## src/design/vfp_pkg.sv

```systemverilog
// ----------------------------------------------------------------------------
// vfp_pkg
// Shared types and constants for the vision frame parser.
// ----------------------------------------------------------------------------
`default_nettype none

package vfp_pkg;

  localparam logic [7:0] CH_DOLLAR = 8'h24;
  localparam logic [7:0] CH_NL     = 8'h0A;
  localparam logic [7:0] CH_T      = 8'h54;
  localparam logic [7:0] CH_L      = 8'h4C;
  localparam logic [7:0] CH_N      = 8'h4E;
  localparam logic [7:0] CH_COMMA  = 8'h2C;
  localparam logic [7:0] CH_SPACE  = 8'h20;
  localparam logic [7:0] CH_MINUS  = 8'h2D;
  localparam logic [7:0] CH_ZERO   = 8'h30;
  localparam logic [7:0] CH_NINE   = 8'h39;

  localparam int unsigned QUEUE_DEPTH = 4;
  localparam int unsigned QPTR_W      = $clog2(QUEUE_DEPTH);

  typedef enum logic [1:0] {
    OP_START = 2'd0,
    OP_BODY  = 2'd1,
    OP_CLOSE = 2'd2
  } tok_op_e;

  typedef enum logic [2:0] {
    CC_DIGIT = 3'd0,
    CC_COMMA = 3'd1,
    CC_SPACE = 3'd2,
    CC_MINUS = 3'd3,
    CC_T     = 3'd4,
    CC_L     = 3'd5,
    CC_N     = 3'd6,
    CC_OTHER = 3'd7
  } char_cls_e;

  typedef enum logic [1:0] {
    FK_UNRECOG  = 2'd0,
    FK_TARGET   = 2'd1,
    FK_LINE     = 2'd2,
    FK_NOTARGET = 2'd3
  } frame_kind_e;

  typedef struct packed {
    tok_op_e   op;
    char_cls_e cls;
    logic [3:0] digit;
  } vfp_token_t;

endpackage

`default_nettype wire

```

## src/design/vfp_rx_if.sv

```systemverilog
// ----------------------------------------------------------------------------
// vfp_rx_if
// Byte input channel: valid/ready handshake with one received byte.
// ----------------------------------------------------------------------------
`default_nettype none

interface vfp_rx_if;
  logic       valid;
  logic       ready;
  logic [7:0] rx_byte;

  modport source (output valid, output rx_byte, input ready);
  modport sink   (input valid, input rx_byte, output ready);
endinterface

`default_nettype wire

```

## src/design/vfp_res_if.sv

```systemverilog
// ----------------------------------------------------------------------------
// vfp_res_if
// Result channel: one transaction per closed frame with the held vision data.
// ----------------------------------------------------------------------------
`default_nettype none

interface vfp_res_if;
  logic               valid;
  logic               ready;
  logic        [1:0]  frame_kind;
  logic               detected;
  logic signed [15:0] target_x;
  logic signed [15:0] target_y;
  logic        [31:0] target_area;
  logic        [7:0]  target_type;
  logic signed [15:0] line_start_x;
  logic signed [15:0] line_start_y;
  logic signed [15:0] line_end_x;
  logic signed [15:0] line_end_y;

  modport source (output valid, output frame_kind, output detected, output target_x,
                  output target_y, output target_area, output target_type,
                  output line_start_x, output line_start_y, output line_end_x,
                  output line_end_y, input ready);
  modport sink   (input valid, input frame_kind, input detected, input target_x,
                  input target_y, input target_area, input target_type,
                  input line_start_x, input line_start_y, input line_end_x,
                  input line_end_y, output ready);
endinterface

`default_nettype wire

```

## src/design/vfp_front.sv

```systemverilog
// ----------------------------------------------------------------------------
// vfp_front
// Frame tracking and byte classification; emits tokens into the queue.
// ----------------------------------------------------------------------------
`default_nettype none

module vfp_front
  import vfp_pkg::*;
#(
  parameter int unsigned FRAME_BYTES = 128
) (
  input  wire logic       clk_i,
  input  wire logic       rst_ni,
  input  wire logic       valid_i,
  input  wire logic [7:0] byte_i,
  output logic            ready_o,
  input  wire logic       full_i,
  output logic            push_o,
  output vfp_token_t      token_o
);

  localparam int unsigned LEN_W = $clog2(FRAME_BYTES);

  logic             in_frame_q, in_frame_d;
  logic [LEN_W-1:0] len_q, len_d;
  logic             accept;
  char_cls_e        cls;

  assign ready_o = !full_i;
  assign accept  = valid_i && ready_o;

  always_comb begin
    if (byte_i >= CH_ZERO && byte_i <= CH_NINE) cls = CC_DIGIT;
    else if (byte_i == CH_COMMA)                cls = CC_COMMA;
    else if (byte_i == CH_SPACE)                cls = CC_SPACE;
    else if (byte_i == CH_MINUS)                cls = CC_MINUS;
    else if (byte_i == CH_T)                    cls = CC_T;
    else if (byte_i == CH_L)                    cls = CC_L;
    else if (byte_i == CH_N)                    cls = CC_N;
    else                                        cls = CC_OTHER;
  end

  always_comb begin
    in_frame_d    = in_frame_q;
    len_d         = len_q;
    push_o        = 1'b0;
    token_o.op    = OP_BODY;
    token_o.cls   = cls;
    token_o.digit = 4'(byte_i - CH_ZERO);
    if (accept && !byte_i[7]) begin
      if (byte_i == CH_DOLLAR) begin
        in_frame_d = 1'b1;
        len_d      = LEN_W'(1);
        push_o     = 1'b1;
        token_o.op = OP_START;
      end else if (in_frame_q) begin
        if (byte_i == CH_NL) begin
          in_frame_d = 1'b0;
          push_o     = 1'b1;
          token_o.op = OP_CLOSE;
        end else if (len_q < LEN_W'(FRAME_BYTES - 1)) begin
          len_d  = len_q + 1'b1;
          push_o = 1'b1;
        end
      end
    end
  end

  always_ff @(posedge clk_i or negedge rst_ni) begin
    if (!rst_ni) begin
      in_frame_q <= 1'b0;
      len_q      <= '0;
    end else begin
      in_frame_q <= in_frame_d;
      len_q      <= len_d;
    end
  end

endmodule

`default_nettype wire

```

## src/design/vfp_queue.sv

```systemverilog
// ----------------------------------------------------------------------------
// vfp_queue
// Small token FIFO between the front and back parts.
// ----------------------------------------------------------------------------
`default_nettype none

module vfp_queue
  import vfp_pkg::*;
(
  input  wire logic        clk_i,
  input  wire logic        rst_ni,
  input  wire logic        push_i,
  input  wire vfp_token_t  token_i,
  output logic             full_o,
  input  wire logic        pop_i,
  output logic             empty_o,
  output vfp_token_t       head_o
);

  vfp_token_t          mem_q [QUEUE_DEPTH];
  logic [QPTR_W-1:0]   wr_q, rd_q;
  logic [QPTR_W:0]     cnt_q;

  assign full_o  = cnt_q == (QPTR_W+1)'(QUEUE_DEPTH);
  assign empty_o = cnt_q == '0;
  assign head_o  = mem_q[rd_q];

  always_ff @(posedge clk_i) begin
    if (push_i) mem_q[wr_q] <= token_i;
  end

  always_ff @(posedge clk_i or negedge rst_ni) begin
    if (!rst_ni) begin
      wr_q  <= '0;
      rd_q  <= '0;
      cnt_q <= '0;
    end else begin
      if (push_i) wr_q <= wr_q + 1'b1;
      if (pop_i)  rd_q <= rd_q + 1'b1;
      case ({push_i, pop_i})
        2'b10:   cnt_q <= cnt_q + 1'b1;
        2'b01:   cnt_q <= cnt_q - 1'b1;
        default: cnt_q <= cnt_q;
      endcase
    end
  end

endmodule

`default_nettype wire

```

## src/design/vfp_back.sv

```systemverilog
// ----------------------------------------------------------------------------
// vfp_back
// Field parser, held vision data and the result output register.
// ----------------------------------------------------------------------------
`default_nettype none

module vfp_back
  import vfp_pkg::*;
(
  input  wire logic       clk_i,
  input  wire logic       rst_ni,
  input  wire logic       empty_i,
  input  wire vfp_token_t head_i,
  output logic            pop_o,
  vfp_res_if.source       res_o
);

  typedef enum logic [2:0] {
    HP_KIND  = 3'b001,
    HP_COMMA = 3'b010,
    HP_BODY  = 3'b100
  } hdr_phase_e;

  localparam logic [2:0] FIELD_AREA  = 3'd2;
  localparam logic [2:0] FIELD_LAST  = 3'd3;
  localparam logic [2:0] FIELD_COUNT = 3'd4;

  hdr_phase_e  hp_q, hp_d;
  frame_kind_e kind_q, kind_d, close_kind;
  logic [2:0]  fn_q, fn_d;
  logic [31:0] acc_q, acc_d;
  logic        minus_q, minus_d, dseen_q, dseen_d, halt_q, halt_d;
  logic [31:0] cap_q [4];
  logic [31:0] cap_d [4];
  logic        det_q, det_d;
  logic [15:0] hx_q, hx_d, hy_q, hy_d;
  logic [31:0] harea_q, harea_d;
  logic [7:0]  htype_q, htype_d;
  logic [15:0] line_q [4];
  logic [15:0] line_d [4];

  logic        fire, out_valid_q, slot_free, is_signed;
  logic [35:0] prod;
  logic [31:0] acc_inc, fin_val;
  logic [1:0]  kind_out_q;

  assign slot_free = !out_valid_q || res_o.ready;
  assign pop_o     = !empty_i && (head_i.op != OP_CLOSE || slot_free);
  assign is_signed = kind_q == FK_LINE || fn_q < FIELD_AREA;

  // acc*10 + digit, saturating at 2^32-1
  assign prod    = ({4'd0, acc_q} << 3) + ({4'd0, acc_q} << 1) + {32'd0, head_i.digit};
  assign acc_inc = (prod[35:32] != 4'd0) ? 32'hFFFF_FFFF : prod[31:0];

  always_comb begin
    if (is_signed) begin
      if (minus_q) begin
        fin_val = {16'd0, 16'd0 - ((acc_q > 32'd32768) ? 16'h8000 : acc_q[15:0])};
      end else begin
        fin_val = (acc_q > 32'd32767) ? 32'd32767 : acc_q;
      end
    end else if (fn_q == FIELD_AREA) begin
      fin_val = acc_q;
    end else begin
      fin_val = (acc_q > 32'd255) ? 32'd255 : acc_q;
    end
  end

  always_comb begin
    hp_d       = hp_q;
    kind_d     = kind_q;
    fn_d       = fn_q;
    acc_d      = acc_q;
    minus_d    = minus_q;
    dseen_d    = dseen_q;
    halt_d     = halt_q;
    cap_d      = cap_q;
    det_d      = det_q;
    hx_d       = hx_q;
    hy_d       = hy_q;
    harea_d    = harea_q;
    htype_d    = htype_q;
    line_d     = line_q;
    fire       = 1'b0;
    close_kind = (hp_q == HP_BODY) ? kind_q : FK_UNRECOG;
    if (pop_o) begin
      case (head_i.op)
        OP_START: begin
          hp_d    = HP_KIND;
          kind_d  = FK_UNRECOG;
          fn_d    = '0;
          acc_d   = '0;
          minus_d = 1'b0;
          dseen_d = 1'b0;
          halt_d  = 1'b0;
        end
        OP_BODY: begin
          if (!halt_q) begin
            case (hp_q)
              HP_KIND: begin
                case (head_i.cls)
                  CC_T: begin
                    kind_d = FK_TARGET;
                    hp_d   = HP_COMMA;
                  end
                  CC_L: begin
                    kind_d = FK_LINE;
                    hp_d   = HP_COMMA;
                  end
                  CC_N: begin
                    kind_d = FK_NOTARGET;
                    hp_d   = HP_BODY;
                    halt_d = 1'b1;
                  end
                  default: begin
                    kind_d = FK_UNRECOG;
                    halt_d = 1'b1;
                  end
                endcase
              end
              HP_COMMA: begin
                if (head_i.cls == CC_COMMA) begin
                  hp_d = HP_BODY;
                end else begin
                  kind_d = FK_UNRECOG;
                  halt_d = 1'b1;
                end
              end
              HP_BODY: begin
                if (head_i.cls == CC_DIGIT) begin
                  acc_d   = acc_inc;
                  dseen_d = 1'b1;
                end else if (dseen_q) begin
                  cap_d[fn_q[1:0]] = fin_val;
                  fn_d    = fn_q + 1'b1;
                  acc_d   = '0;
                  minus_d = 1'b0;
                  dseen_d = 1'b0;
                  if (head_i.cls != CC_COMMA || fn_q >= FIELD_LAST) halt_d = 1'b1;
                end else if (head_i.cls == CC_SPACE && !minus_q) begin
                  halt_d = halt_q;
                end else if (head_i.cls == CC_MINUS && !minus_q && is_signed) begin
                  minus_d = 1'b1;
                end else begin
                  halt_d = 1'b1;
                end
              end
              default: halt_d = 1'b1;
            endcase
          end
        end
        OP_CLOSE: begin
          fire = 1'b1;
          if (close_kind != FK_NOTARGET && !halt_q && dseen_q && fn_q < FIELD_COUNT) begin
            cap_d[fn_q[1:0]] = fin_val;
            fn_d    = fn_q + 1'b1;
            acc_d   = '0;
            minus_d = 1'b0;
            dseen_d = 1'b0;
          end
          case (close_kind)
            FK_TARGET: begin
              if (fn_d >= FIELD_COUNT) begin
                hx_d    = cap_d[0][15:0];
                hy_d    = cap_d[1][15:0];
                harea_d = cap_d[2];
                htype_d = cap_d[3][7:0];
                det_d   = 1'b1;
              end
            end
            FK_LINE: begin
              for (int i = 0; i < 4; i++) begin
                if (3'(i) < fn_d) line_d[i] = cap_d[i][15:0];
              end
              det_d   = 1'b1;
              htype_d = '0;
            end
            FK_NOTARGET: det_d = 1'b0;
            default:     det_d = det_q;
          endcase
        end
        default: fire = 1'b0;
      endcase
    end
  end

  always_ff @(posedge clk_i) begin
    cap_q <= cap_d;
    if (fire) begin
      kind_out_q          <= close_kind;
      res_o.detected      <= det_d;
      res_o.target_x      <= hx_d;
      res_o.target_y      <= hy_d;
      res_o.target_area   <= harea_d;
      res_o.target_type   <= htype_d;
      res_o.line_start_x  <= line_d[0];
      res_o.line_start_y  <= line_d[1];
      res_o.line_end_x    <= line_d[2];
      res_o.line_end_y    <= line_d[3];
    end
  end

  assign res_o.frame_kind = kind_out_q;
  assign res_o.valid      = out_valid_q;

  always_ff @(posedge clk_i or negedge rst_ni) begin
    if (!rst_ni) begin
      hp_q        <= HP_KIND;
      kind_q      <= FK_UNRECOG;
      fn_q        <= '0;
      acc_q       <= '0;
      minus_q     <= 1'b0;
      dseen_q     <= 1'b0;
      halt_q      <= 1'b0;
      det_q       <= 1'b0;
      hx_q        <= '0;
      hy_q        <= '0;
      harea_q     <= '0;
      htype_q     <= '0;
      line_q      <= '{default: '0};
      out_valid_q <= 1'b0;
    end else begin
      hp_q    <= hp_d;
      kind_q  <= kind_d;
      fn_q    <= fn_d;
      acc_q   <= acc_d;
      minus_q <= minus_d;
      dseen_q <= dseen_d;
      halt_q  <= halt_d;
      det_q   <= det_d;
      hx_q    <= hx_d;
      hy_q    <= hy_d;
      harea_q <= harea_d;
      htype_q <= htype_d;
      line_q  <= line_d;
      if (fire)             out_valid_q <= 1'b1;
      else if (res_o.ready) out_valid_q <= 1'b0;
    end
  end

endmodule

`default_nettype wire

```

## src/design/vision_frame_parser.sv

```systemverilog
// ----------------------------------------------------------------------------
// vision_frame_parser
// ASCII vision frame parser: byte stream in, one result per closing newline.
// Throughput: one byte per cycle; the back part stalls only while a result
//   waits unread in the output register, then the 4-entry token queue fills
//   and input ready drops until the result is taken and the queue drains.
// Path: with nothing queued ahead, the closing newline's token is written to
//   the token queue, then popped and the result loaded into the output register.
// Reset: asynchronous, clears frame state and all held vision data to zero.
// ----------------------------------------------------------------------------
`default_nettype none

module vision_frame_parser
  import vfp_pkg::*;
#(
  parameter int unsigned FRAME_BYTES = 128
) (
  input  wire logic clk_i,
  input  wire logic rst_ni,
  vfp_rx_if.sink    rx_i,
  vfp_res_if.source res_o
);

  logic       push, pop, full, empty;
  vfp_token_t tok_in, tok_head;

  vfp_front #(
    .FRAME_BYTES(FRAME_BYTES)
  ) u_front (
    .clk_i   (clk_i),
    .rst_ni  (rst_ni),
    .valid_i (rx_i.valid),
    .byte_i  (rx_i.rx_byte),
    .ready_o (rx_i.ready),
    .full_i  (full),
    .push_o  (push),
    .token_o (tok_in)
  );

  vfp_queue u_queue (
    .clk_i   (clk_i),
    .rst_ni  (rst_ni),
    .push_i  (push),
    .token_i (tok_in),
    .full_o  (full),
    .pop_i   (pop),
    .empty_o (empty),
    .head_o  (tok_head)
  );

  vfp_back u_back (
    .clk_i   (clk_i),
    .rst_ni  (rst_ni),
    .empty_i (empty),
    .head_i  (tok_head),
    .pop_o   (pop),
    .res_o   (res_o)
  );

endmodule

`default_nettype wire
```

## src/flat_wrapper.sv

```systemverilog
// flat-port wrapper written by rule: the top's interface ports become plain ports
module vision_frame_parser_flat import vfp_pkg::*;
#(
  parameter int unsigned FRAME_BYTES = 128
)
  (clk_i, rst_ni, rx_i_valid, rx_i_rx_byte, rx_i_ready, res_o_valid, res_o_frame_kind, res_o_detected, res_o_target_x, res_o_target_y, res_o_target_area, res_o_target_type, res_o_line_start_x, res_o_line_start_y, res_o_line_end_x, res_o_line_end_y, res_o_ready);
  vfp_rx_if rx_i_i ();
  vfp_res_if res_o_i ();
  input  wire logic clk_i;
  input  wire logic rst_ni;
  input wire logic [$bits(rx_i_i.valid)-1:0] rx_i_valid;
  input wire logic [$bits(rx_i_i.rx_byte)-1:0] rx_i_rx_byte;
  output wire logic [$bits(rx_i_i.ready)-1:0] rx_i_ready;
  output wire logic [$bits(res_o_i.valid)-1:0] res_o_valid;
  output wire logic [$bits(res_o_i.frame_kind)-1:0] res_o_frame_kind;
  output wire logic [$bits(res_o_i.detected)-1:0] res_o_detected;
  output wire logic [$bits(res_o_i.target_x)-1:0] res_o_target_x;
  output wire logic [$bits(res_o_i.target_y)-1:0] res_o_target_y;
  output wire logic [$bits(res_o_i.target_area)-1:0] res_o_target_area;
  output wire logic [$bits(res_o_i.target_type)-1:0] res_o_target_type;
  output wire logic [$bits(res_o_i.line_start_x)-1:0] res_o_line_start_x;
  output wire logic [$bits(res_o_i.line_start_y)-1:0] res_o_line_start_y;
  output wire logic [$bits(res_o_i.line_end_x)-1:0] res_o_line_end_x;
  output wire logic [$bits(res_o_i.line_end_y)-1:0] res_o_line_end_y;
  input wire logic [$bits(res_o_i.ready)-1:0] res_o_ready;
  assign rx_i_i.valid = rx_i_valid;
  assign rx_i_i.rx_byte = rx_i_rx_byte;
  assign rx_i_ready = rx_i_i.ready;
  assign res_o_valid = res_o_i.valid;
  assign res_o_frame_kind = res_o_i.frame_kind;
  assign res_o_detected = res_o_i.detected;
  assign res_o_target_x = res_o_i.target_x;
  assign res_o_target_y = res_o_i.target_y;
  assign res_o_target_area = res_o_i.target_area;
  assign res_o_target_type = res_o_i.target_type;
  assign res_o_line_start_x = res_o_i.line_start_x;
  assign res_o_line_start_y = res_o_i.line_start_y;
  assign res_o_line_end_x = res_o_i.line_end_x;
  assign res_o_line_end_y = res_o_i.line_end_y;
  assign res_o_i.ready = res_o_ready;
  vision_frame_parser #(.FRAME_BYTES(FRAME_BYTES)) u_core (.clk_i(clk_i), .rst_ni(rst_ni), .rx_i(rx_i_i), .res_o(res_o_i));
endmodule
```

## config.mk

```make
export PLATFORM = sky130hd
export DESIGN_NAME = vision_frame_parser_flat
export DESIGN_NICKNAME = d
export VERILOG_FILES = /design/src/design/vfp_pkg.sv /design/src/design/vfp_rx_if.sv /design/src/design/vfp_res_if.sv /design/src/design/vfp_front.sv /design/src/design/vfp_queue.sv /design/src/design/vfp_back.sv /design/src/design/vision_frame_parser.sv /design/src/flat_wrapper.sv
export SDC_FILE = /design/constraint.sdc
export NUM_CORES = 1
export LEC_CHECK = 0
export ABC_AREA = 1
export BUFFER_PORTS_ARGS = -buffer_cell sky130_fd_sc_hd__buf_2
export CAP_MARGIN = 20
export CORE_MARGIN = 3
export CORE_UTILIZATION = 50
export DETAILED_ROUTE_END_ITERATION = 10
export PLACE_DENSITY = 0.7
export SYNTH_ARGS = -nofsm -noshare
export SYNTH_HDL_FRONTEND = slang
export SYNTH_HIERARCHICAL = 1
export SYNTH_SLANG_ARGS = --single-unit
```

## constraint.sdc

```tcl
create_clock -name clk_i -period 14.62 [get_ports clk_i]
set_input_delay 0.731 -clock clk_i [delete_from_list [all_inputs] [get_ports clk_i]]
set_output_delay 0.731 -clock clk_i [all_outputs]
set_load 0.02 [all_outputs]
```

; Word-level counts from Yosys, hierarchy flattened
; Memories as Yosys holds them, arrays and structs flattened.
; Cells that the tools add are included.
[word_totals]
out_inout_bits = 141
latch_bits = 0
ram_bits = 36
word_cells = 273
input_bits = 12
register_bits = 463
mem_count = 1
mem_bits_ro = 0
[memory_table]
columns = memory, depth, width, rd, rd_ports_with_merged_regs, write_ports, line
row1 = u_core.u_queue.mem_q, 4, 9, 1, 0, 1, vfp_queue.sv:20  ; vfp_token_t mem_q [QUEUE_DEPTH];
[op_classes]
multipliers = 0
bitwise_logic = 1
n_addsub = 10
n_lt_le_gt_ge = 16
muxes = 120
n_shift = 0
reduce_logical = 43
n_div = 0
eq_ne = 43
[ops]
columns = operator, count
row1 = two-way mux 128 bit, 5
row2 = two-way mux 32 bit, 16
row3 = case mux 128 bit (2 select lines), 1
row4 = two-way mux 16 bit, 13
row5 = two-way mux 64 bit, 3
row6 = bitwise mux 128 bit, 1
row7 = case mux 32 bit (3 select lines), 1
row8 = demux 32 bit (select 2 bit), 1
row9 = two-way mux 3 bit, 13
row10 = adder 35 x 33 -> 36 bit, 1
row11 = adder 36 x 4 -> 36 bit, 1
row12 = two-way mux 1 bit, 36
row13 = equality test 8 x 6 -> 1 bit (second input constant), 4
row14 = > comparator 32 x 15 -> 1 bit (second input constant), 1
row15 = > comparator 32 x 16 -> 1 bit (second input constant), 1
row16 = > comparator 32 x 8 -> 1 bit (second input constant), 1
row17 = two-way mux 7 bit, 4
row18 = equality test 8 x 7 -> 1 bit (second input constant), 3
row19 = two-way mux 8 bit, 3
row20 = case mux 3 bit (2 select lines), 4
row21 = AND reduction 6 bit, 4
row22 = two-way mux 2 bit, 9
row23 = inequality test 2 bit (second input constant), 8
row24 = case mux 8 bit (2 select lines), 1
row25 = other kinds (45), 98

; Logic depth before layout (Yosys ltp)
; Gate-level depths: netlist of run 1.
[logic_depth]
ltp_word = 14
depth_mapped = 26
ltp_nobuf = 24

; Cells and area by module
; Netlist of run 1, hierarchy kept.
[by_module_without_submodules]
columns = module, cells_each, seq_area_each_um2, instances, area_each_um2
row1 = vfp_back, 2244, 11106.9, 1, 20607.3
row2 = vfp_queue, 153, 1256.2, 1, 1925.6
row3 = vfp_front, 128, 200.2, 1, 840.8

; Worst setup path before layout of run 1
; Ideal clock, no wire load.
[synth_path]
kind = register to register
from = register u_core.u_queue.rd_q[0]
to = register u_core/u_back/cap_q[0] in the netlist's numbering, enable pin
required_time_ns = 13.677
arrival_time_ns = 14.020
path_slack_ns = -0.344
path_stages_with_launch = 14
period_less_slack_ns = 14.964
setup_ns = 0.943
path_buffers = 3
path_cell_list = dfrtp_1 buf_6 buf_6 nand2_1 o211ai_2 nand2_1 inv_1 ha_1 buf_2 nand2_1 nand2_1 inv_2 o21ai_0 a2111oi_0
[synth_lines]
columns = item, line
row1 = from (decl), vfp_queue.sv:21  ; logic [QPTR_W-1:0] wr_q, rd_q;
row2 = from (signal assigned), vfp_queue.sv:39  ; if (pop_i) rd_q <= rd_q + 1'b1;
row3 = to (signal assigned), vfp_back.sv:188  ; cap_q <= cap_d;
row4 = to (decl), vfp_back.sv:33  ; logic [31:0] cap_q [4];

==> flow_metrics.tcl, run 1 <==
set metrics [dict create \
    outcome "finished clean" \
    io_buffer_count 152 \
    cp-end-kind "register" \
    vias_per_cell 5.478 \
    vdd_drop_max_uv 137.3 \
    regArea_um2 12560 \
    dp.cells 3192 \
    p_per_area_nw_per_um2 215.1 \
    die-area_um2 49380 \
    utilization_pct 57.33 \
    netlist_area_um2 23370 \
    setup_tns_ns 0 \
    postCtsSetupBuffers 0 \
    worstHoldPathType "primary input to async pin" \
    synthesis.instances 2525 \
    synth_fp_nets 2623 \
    root_buffer "clkbuf_16" \
    cts_tree "built" \
    cts_hold_buf 0 \
    cp_top_family "buffers and inverters" \
    fin_crit_ns 5.082 \
    ys.flop_type "edfxtp_1" \
    rows 78 \
    remaining_drc_errors 0 \
    worstPathMaxFanout 83 \
    postPlaceCellArea_um2 24560 \
    critPathRequiredTime_ns 14.96 \
    final_common_cell "nand2_1" \
    synth_edf_count 255 \
    slew-limit-headroom_pct 27.90 \
    grt_max_degree 96 \
    holdWs_ns 0.2171 \
    synth_cell_types 69 \
    drtPass1Iterations 6 \
    antenna_found_initial 1 \
    rsz0062_at_grt "false" \
    area_growth_pct 12.26 \
    layout_common_cells "571 x nand2_1, 255 x edfxtp_1, 249 x inv_1" \
    finalClockSkew_ns 0.01839 \
    cts.clk_slew.worst_paths_ns 0.06 \
    arrival_ns 5.42 \
    drive_gt1_share_pct 15.52 \
    core_um2 45770 \
    grt_first_pass_wirelength_mm 91.97 \
    final-setup-viol-count 0 \
    track_usage_pct 22.61 \
    multiInputGateArea_um2 9313 \
    drt_iter0_drc 1733 \
    clockBufferDepth 3 \
    finalMaxSlewViolations 0 \
    dpl.hpwl_mm 38.92 \
    nNetsFinal 2740 \
    crit_buf_inv 8 \
    crit_chain "buf_4 > o211ai_2 > nand2_1 > inv_1 > ha_1 > nand2_1 > nand2_1 > inv_2 > nand2_2 > inv_6 > nand2_1 > nor2_4 > inv_2 > o21ai_2 > buf_4 > o21ai_1 > inv_2 > nand3_1 > o21ai_1 > inv_1" \
    synth_seq_cells 451 \
    async_reset_ff_share_pct 43.46 \
    gp_congestion 0.8941 \
    clock_latency_ns 0.58 \
    die_width_um 222.2 \
    cpMostUsedCell "nand2_1" \
    routedWlPerCell_um 17.10 \
    cts.htree.levels 2 \
    avgSynthCellArea_um2 9.257 \
    max_freq_mhz 196.8 \
    grt-ovfl-total 0 \
    min_period_over_period_pct 34.76 \
    finalNonFillerCells 3282 \
    maxCapViolCount 0 \
    cpMaxStageDelayCell "inv_6" \
    numCtsBuffers 48 \
    grt_pass1_vias 17420 \
    initial_core_util_pct 51.07 \
    finalHoldViolations 0 \
    cts.repair.resized 0 \
    crit_type "register to register" \
    die_y_um 222.2 \
    stdcell_area_um2 26240 \
    tightest_slew_ns 1.073 \
    clock_sinks 451 \
    vias 17980 \
    detail-route-antenna-nets 0 \
    wl_mm 56.12 \
    synth-seq-area-share_pct 53.75 \
    nFillCells 3951 \
    synth_warnings 6 \
    leakage_nw 12.51 \
    io_pins 153 \
    start_kind "register" \
    cpPeakStageDelay_ns 0.57 \
]
-- final timing paths --
| kind | from | endpoint | slack [ns] | depth (start not counted) |
|---|---|---|---|---|
| worst max-delay path | u_core/u_queue/rd_q[0] | u_core/u_back/res_o.line_end_x[2] | 9.54 | 20 |
| worst min-delay path | rst_ni | u_core/u_back/hy_q[13] | 0.22 | 1 |
| worst max register to register | u_core/u_queue/rd_q[0] | u_core/u_back/res_o.line_end_x[2] | 9.54 | 20 |
| worst min register to register | u_core/u_back/line_q[31] | u_core/u_back/line_q[31] | 0.49 | 2 |
| max in group asynchronous | rst_ni | u_core/u_back/acc_q[4] | 13.15 | 2 |
| min in group clk_i | res_o_ready | u_core/u_back/res_o.valid | 0.39 | 2 |
-- stage by stage --
stage,worst slack (ns),total power [W]
final,9.538,0.005645
after global routing,8.970,0.006006
after CTS,9.438,0.005675
after detailed placement,9.457,0.004372
after global placement,9.680,0.004296
after floorplan,3.614,0.003794
-- flip-flops by register name, summed over array words and instances, names as in the netlist, 32 cells and up --
name,cells
u_core/u_back/acc_q,32
u_core/u_back/line_q,64
u_core/u_back/cap_q,80
u_core/u_back/harea_q,32
u_core/u_queue/mem_q,36
u_core/u_back/res_o.target_area,32
-- cells by family (layout without fill, tap and decap cells) --
| logic type | count (synthesis) | count (layout) | synth area share [%] |
|---|---|---|---|
| compound gates | 427 | 427 | 11.00 |
| xor+xnor | 40 | 40 | 1.531 |
| fa+ha+maj | 86 | 86 | 4.700 |
| buf+inv | 371 | 527 | 6.499 |
| flops | 451 | 451 | 53.75 |
| mux | 34 | 34 | 1.574 |
| other cells | 0 | 1 | 0 |
| simple gates | 1116 | 1116 | 20.95 |
-- cell usage after synthesis (all sizes together) (2+ instances only) --
cell type	instances	area, µm²
nor3	16	85.08
a21boi	10	82.58
a21oi	131	689.4
clkinv	2	7.510
o21ai	178	917.1
mux2i	12	120.1
o21a	5	37.54
nand4	15	93.84
nand2	591	2307
nand3b	5	37.54
xnor2	18	157.7
o31ai	11	82.58
o211ai	49	417.9
o22ai	8	56.30
xor2	22	200.2
a21o	7	52.55
mux2	22	247.7
inv	265	1002
clkbuf	55	206.5
a22oi	2	15.01
o41ai	3	41.29
nor2	205	839.6
edfxtp	255	7657
or2	56	350.3
dfrtp	195	4880
nand3	224	1151
fa	3	60.06
o21bai	6	45.04
nor4	4	31.28
o2111ai	4	35.03
a31oi	6	37.54
buf	49	302.8
ha	83	1039
-- power by group --
group          switching, W  leakage [nW]  total, W  internal (W)
Clock              0.000513         0.804   0.00128      0.000766
Sequential         0.000197          5.05   0.00218       0.00198
Combinational       0.00153          6.65   0.00218      0.000651
Total               0.00224          12.5   0.00564       0.00340
-- per-layer routing --
metal  track usage [%]  part of all wire (%)  up-vias
met3             3.448                   5.4      102
met1             31.72                    45     8619
li1                  -                     -     8733
met4             7.575                   2.9        0
met2             36.24                    47      524
met5                 0                     0        -
-- worst reg2reg max path: stages (launching register included) --
cell and delay [ns]:
dfrtp_1 0.32, buf_4 0.36, o211ai_2 0.14, nand2_1 0.14, inv_1 0.08, ha_1 0.31
nand2_1 0.11, nand2_1 0.08, inv_2 0.15, nand2_2 0.15, inv_6 0.58, nand2_1 0.31
nor2_4 0.55, inv_2 0.22, o21ai_2 0.10, buf_4 0.36, o21ai_1 0.16, inv_2 0.42
nand3_1 0.14, o21ai_1 0.09, inv_1 0.07
-- cell type report --
cell class | instances | share of cell area [%]
flip-flops and latches | 451 | 47.88
clock inverters | 33 | 1.583
clock buffers | 56 | 4.806
repair buffers | 171 | 3.505
inverters | 267 | 3.867
diodes | 1 | 0.009537
well taps | 600 | 2.861
multi-input cells | 1703 | 35.49
(Power assumes the default switching activity.)
==> inputs of run 2 (changes only) <==
--- a/config.mk
+++ b/config.mk
@@ -11,7 +11,7 @@
 export CORE_MARGIN = 3
 export CORE_UTILIZATION = 50
 export DETAILED_ROUTE_END_ITERATION = 10
-export PLACE_DENSITY = 0.7
+export PLACE_DENSITY = 0.68
 export SYNTH_ARGS = -nofsm -noshare
 export SYNTH_HDL_FRONTEND = slang
 export SYNTH_HIERARCHICAL = 1
==> constraint.sdc (replaced) <==
create_clock -name clk_i -period 5.1 [get_ports clk_i]
set_input_delay 0.255 -clock clk_i [delete_from_list [all_inputs] [get_ports clk_i]]
set_output_delay 0.255 -clock clk_i [all_outputs]
set_load 0.02 [all_outputs]
==> run 2 against run 1 <==
Sequential cell count unchanged; first-iteration DRC count down 8.9%; global-route usage down 0.20 points; total power rose to 2.8 times the previous value; critical path depth up 1; critical endpoint is now u_core/u_back/acc_q[15]; largest cell class unchanged; highest routed layer unchanged.
==> flow_metrics.tcl, run 2 (synthesized netlist as in run 1, its figures left out) <==
set metrics [dict create \
    outcome "finished clean" \
    critPathRequiredTime_ns 5.57 \
    numCtsBuffers 47 \
    clkPwrFrac_pct 21.9 \
    grt_max_degree 140 \
    postPlaceCellArea_um2 24650 \
    power_frac_seq_pct 38.9 \
    stdcell_area_um2 26320 \
    clock_latency_ns 0.59 \
    p_comb_share_pct 39.2 \
    cpPeakStageDelay_ns 0.56 \
    nNetsFinal 2748 \
    leakage_nw 12.53 \
    io_pins 153 \
    dpl.hpwl_mm 38.81 \
    r2r_cells 21 \
    cts.repair.resized 0 \
    largest_register_ff_count 80 \
    slew-limit-headroom_pct 27.65 \
    io_buffer_count 152 \
    track_usage_pct 22.40 \
    routedWlPerCell_um 16.95 \
    drt_iter0_drc 1579 \
    final-setup-viol-count 0 \
    nFillCells 3945 \
    root_buffer "clkbuf_16" \
    layout_common_cells "571 x nand2_1, 255 x edfxtp_1, 249 x inv_1" \
    vias_per_cell 5.453 \
    clockBufferDepth 3 \
    area_growth_pct 12.61 \
    cts.clk_slew.worst_paths_ns 0.06 \
    regMostFlops "u_core/u_back/cap_q" \
    finalMaxSlewViolations 0 \
    power.switching_w 0.006380 \
    clock_sinks 451 \
    core_um2 45770 \
    cp-end-kind "register" \
    start_kind "register" \
    reg_top3 "u_core/u_back/cap_q x80, u_core/u_back/line_q x64, u_core/u_queue/mem_q x36" \
    finalClockSkew_ns 0.02797 \
    drtPass1Iterations 6 \
    rsz0062_at_grt "false" \
    maxCapViolCount 0 \
    p_per_area_nw_per_um2 610.7 \
    final_common_cell "nand2_1" \
    diodes 0 \
    die-area_um2 49380 \
    arrival_ns 4.56 \
    internal-power_w 0.009693 \
    grt_first_pass_wirelength_mm 91.48 \
    initial_core_util_pct 51.07 \
    finalHoldViolations 0 \
    vias 17930 \
    antenna_found_initial 0 \
    crit_type "register to register" \
    rows 78 \
    min_period_over_period_pct 80.24 \
    crit_chain "inv_6 > o211ai_2 > nand2_1 > inv_1 > fa_1 > inv_1 > fa_1 > nand3_1 > nand2_1 > nand2_1 > nand2_1 > a21oi_2 > inv_2 > a21o_1 > nand4_1 > nand2_1 > xor2_1 > nor2_4 > nand3_1 > nand2_1 > nand2_1" \
    die_width_um 222.2 \
    hold_path_depth 2 \
    worstPathMaxFanout 32 \
    worstHoldPathType "primary input to register" \
    remaining_drc_errors 0 \
    gp_congestion 0.8743 \
    vdd_drop_max_uv 449.2 \
    die_y_um 222.2 \
    swShare_pct 39.69 \
    cpMaxStageDelayCell "nor2_4" \
    detail-route-antenna-nets 0 \
    drive_gt1_share_pct 15.51 \
    cts_tree "built" \
    grt-ovfl-total 0 \
    tightest_slew_ns 1.085 \
    setup_tns_ns 0 \
    cts_hold_buf 6 \
    max_freq_mhz 244.4 \
    fin_crit_ns 4.092 \
    postCtsSetupBuffers 0 \
    grt_pass1_vias 17410 \
    cpMostUsedCell "nand2_1" \
    wl_mm 55.75 \
    cts.htree.levels 2 \
]
==> run 2: cell count changes in the layout (fill, tap and decap cells not counted), sizes merged <==
cell	change
buf	+3
bufinv	-2
clkbuf	+2
clkinv	+1
diode	-1
dlygate4sd3	+6
inv	-3
==> run 2: per-layer routing <==
layer | GRT usage, % | routed length [µm] | vias up
met3 | 3.118 | 2936 | 66
met5 | 0 | 0 | -
met4 | 5.160 | 1008 | 0
met2 | 36.80 | 26550 | 486
met1 | 31.86 | 25250 | 8629
li1 | - | - | 8747
==> run 2: critical path: cells and delay by family, from the launching register on <==
family          cells  cell delay, ns
simple gates       11            1.45
fa+ha+maj           2            0.97
xor+xnor            1            0.18
compound gates      3            0.49
buf+inv             4            0.36
flops               1            0.53
==> run 2: power by group through the flow <==
stage / registers [W] / clock network, W / logic [W]
global placement: 0.00626 / 0 / 0.00609
finish: 0.00625 / 0.00353 / 0.00630
CTS: 0.00625 / 0.00360 / 0.00630
global route: 0.00638 / 0.00376 / 0.00698
detailed placement: 0.00631 / 0 / 0.00626
floorplan: 0.00685 / 0 / 0.00391
==> run 2: layout make-up <==
cell class	instances	area (µm²)	area share, %
Clock buffer	58	1267	4.816
Clock inverter	29	342.8	1.303
Inverter	267	1013	3.851
Multi-Input combinational cell	1703	9325	35.43
Sequential cell	451	12560	47.73
Tap cell	600	750.7	2.852
Timing Repair Buffer	180	1057	4.017
==> run 2: path summary, 6_finish.rpt <==
path	from	to	slack [ns]
worst max-delay path	u_core/u_queue/rd_q[1]	u_core/u_back/acc_q[15]	1.01
worst max register to register	u_core/u_queue/rd_q[1]	u_core/u_back/acc_q[15]	1.01
max in group asynchronous	rst_ni	u_core/u_front/len_q[3]	3.71
min in group asynchronous	rst_ni	u_core/u_back/hx_q[9]	0.27
worst min register to register	u_core/u_back/line_q[47]	u_core/u_back/line_q[47]	0.48
worst min-delay path	rx_i_rx_byte[7]	u_core/u_queue/mem_q[2][8]	0.12
==> run 2: metrics by stage <==
stage | std cells | total power [W] | utilization (%) | hold WS, ns | worst slack, ns
after global routing | 3288 | 0.01712 | 57.50 | 0.1192 | 0.5960
after floorplan | 2525 | 0.01076 | - | -0.04059 | 0.08774
after global placement | 3195 | 0.01235 | 53.85 | 0.3791 | 1.042
after CTS | 3288 | 0.01616 | 57.50 | 0.09629 | 0.9601
after detailed placement | 3195 | 0.01257 | 53.85 | 0.3822 | 0.9674
final | 3288 | 0.01607 | 57.50 | 0.1222 | 1.008
==> inputs of run 3 (changes only) <==
==> constraint.sdc (replaced) <==
create_clock -name clk_i -period 3.9 [get_ports clk_i]
set_input_delay 0.195 -clock clk_i [delete_from_list [all_inputs] [get_ports clk_i]]
set_output_delay 0.195 -clock clk_i [all_outputs]
set_load 0.02 [all_outputs]
==> run 3 against run 2 <==
Sequential share of layout area is 0.60 points lower; sequential cell count stayed put; setup slack worse by 0.78 ns; hold slack worse by 0.053 ns; via count is 1.4% higher; highest routed layer unchanged; count of clock-buffer cells in the layout is 2 higher; core utilization is 0.75 points higher; non-clock buffer count is 27 higher; critical path type unchanged; final area is 1.3% higher; clock power is 29% higher; wire length is 2.3% higher.
==> flow_metrics.tcl, run 3 (synthesized netlist as in run 1, its figures left out) <==
set metrics [dict create \
    cts.clk_slew.worst_paths_ns 0.06 \
    dpl.hpwl_mm 39.09 \
    cts_tree "built" \
    crit_type "register to register" \
    setup_ws_ns 0.2261 \
    finalHoldViolations 0 \
    fin_crit_ns 3.674 \
    regMostFlops "u_core/u_back/cap_q" \
    grt_first_pass_wirelength_mm 91.76 \
    grt-ovfl-total 0 \
    layout_common_cells "568 x nand2_1, 255 x edfxtp_1, 248 x inv_1" \
    vias_per_cell 5.483 \
    regArea_um2 12570 \
    worstHoldPathType "primary input to register" \
    slew-limit-headroom_pct 33.92 \
    root_buffer "clkbuf_16" \
    track_usage_pct 22.57 \
    area_growth_pct 14.07 \
    r2r_slack_ns 0.23 \
    multiInputGateArea_um2 9374 \
    nNetsFinal 2775 \
    finalMaxSlewViolations 0 \
    die_y_um 222.2 \
    core_um2 45770 \
    tightest_slew_ns 0.9911 \
    rows 78 \
    total_power_w 0.02118 \
    rsz0062_at_grt "false" \
    utilization_pct 58.25 \
    clock_latency_ns 0.59 \
    leakage_nw 12.72 \
    max_freq_mhz 272.2 \
    grt_max_degree 109 \
    final_common_cell "nand2_1" \
    maxCapViolCount 0 \
    final-setup-viol-count 0 \
    io_pins 153 \
    hold_path_depth 2 \
    gp_congestion 0.8897 \
    p_per_area_nw_per_um2 794.3 \
    start_kind "register" \
    vias 18180 \
    reg_top3 "u_core/u_back/cap_q x80, u_core/u_back/line_q x64, u_core/u_queue/mem_q x36" \
    io_buffer_count 152 \
    dp_slack_ns -0.01682 \
    stdcell_area_um2 26660 \
    detail-route-antenna-nets 0 \
    diodes 0 \
    initial_core_util_pct 51.07 \
    min_period_over_period_pct 94.20 \
    wl_mm 57.01 \
    outcome "finished clean" \
    clock_sinks 451 \
    nFillCells 3880 \
    cp-end-kind "register" \
    arrival_ns 4.13 \
    holdWs_ns 0.06877 \
    postPlaceCellArea_um2 24810 \
    r2r_cells 22 \
    numCtsBuffers 47 \
    die_width_um 222.2 \
    drtPass1Iterations 6 \
    critPathRequiredTime_ns 4.36 \
    drt_iter0_drc 1577 \
    largest_register_ff_count 80 \
    routedWlPerCell_um 17.19 \
    drive_gt1_share_pct 16.61 \
    cts.htree.levels 2 \
    grt_pass1_vias 17680 \
    die-area_um2 49380 \
    finalClockSkew_ns 0.03773 \
    clockBufferDepth 3 \
    vdd_drop_max_uv 608.6 \
    worstPathMaxFanout 9 \
    antenna_found_initial 0 \
    remaining_drc_errors 0 \
]
[run 3: changes by cell type in the layout (fill, tap and decap cells not counted), moves of 3 or more]
cell        delta
inv_2          -3
inv_4          +3
clkinv_1       +3
clkbuf_16      +3
buf_4         +19
clkinvlp_4     -4
nand2_1        -3
[run 3: cell type report]
class,count,share of cell area (%)
Sequential cell,451,47.13
Multi-Input combinational cell,1703,35.16
Timing Repair Buffer,207,5.054
Clock buffer,60,4.824
Inverter,267,3.848
Tap cell,600,2.816
Clock inverter,28,1.169
[run 3: repair_timing]
action,4_1_cts,5_1_grt
setup buffers,0,8
gates cloned,0,3
hold buffers,6,0
pin swaps,0,3
endpoints found under the setup margin,9,64
resized for setup,2,11
endpoints found under the hold margin,110,0
[run 3: final timing paths]
path                                                from                         end
worst min-delay path                     rx_i_rx_byte[7]  u_core/u_queue/mem_q[3][8]
worst min register to register  u_core/u_back/line_q[63]    u_core/u_back/line_q[63]
worst max register to register    u_core/u_queue/rd_q[0]     u_core/u_back/acc_q[17]
min in group asynchronous                         rst_ni      u_core/u_back/hx_q[12]
max in group asynchronous                         rst_ni       u_core/u_back/hp_q[0]
worst max-delay path              u_core/u_queue/rd_q[0]     u_core/u_back/acc_q[17]
[run 3: layer usage]
layer	wire length (µm)	vias up	track usage [%]
li1	-	8798	-
met2	27080	583	37.21
met1	25050	8703	31.20
met3	3452	97	3.078
met5	0	-	0
met4	1424	0	7.121
[run 3: critical path, cell delays in order (launching register included)]
cell	delay [ns]
dfrtp_2	0.42
buf_12	0.14
nand2_1	0.06
o211ai_1	0.07
nand2_1	0.08
inv_1	0.05
fa_1	0.53
inv_1	0.07
fa_2	0.41
nand3_1	0.09
nand2_1	0.09
nand2_1	0.08
nand2_2	0.07
nand3_1	0.09
nand2_2	0.11
a21oi_4	0.19
o211ai_1	0.11
xor2_1	0.19
nor2_4	0.26
clkbuf_16	0.22
nand3_1	0.09
nand2_1	0.07
nand2_1	0.05
[run 3: power by group]
part	total [W]	internal, W	switching [W]
Combinational	0.00842	0.00262	0.00580
Sequential	0.00818	0.00744	0.000747
Clock	0.00457	0.00268	0.00189
[run 3: metrics by stage]
| stage | TNS (ns) | instances |
|---|---|---|
| CTS | 0 | 3304 |
| global route | 0 | 3316 |
| detailed placement | -0.02798 | 3210 |
| finish | 0 | 3316 |
| floorplan | -175.97 | 2525 |
| global placement | 0 | 3210 |
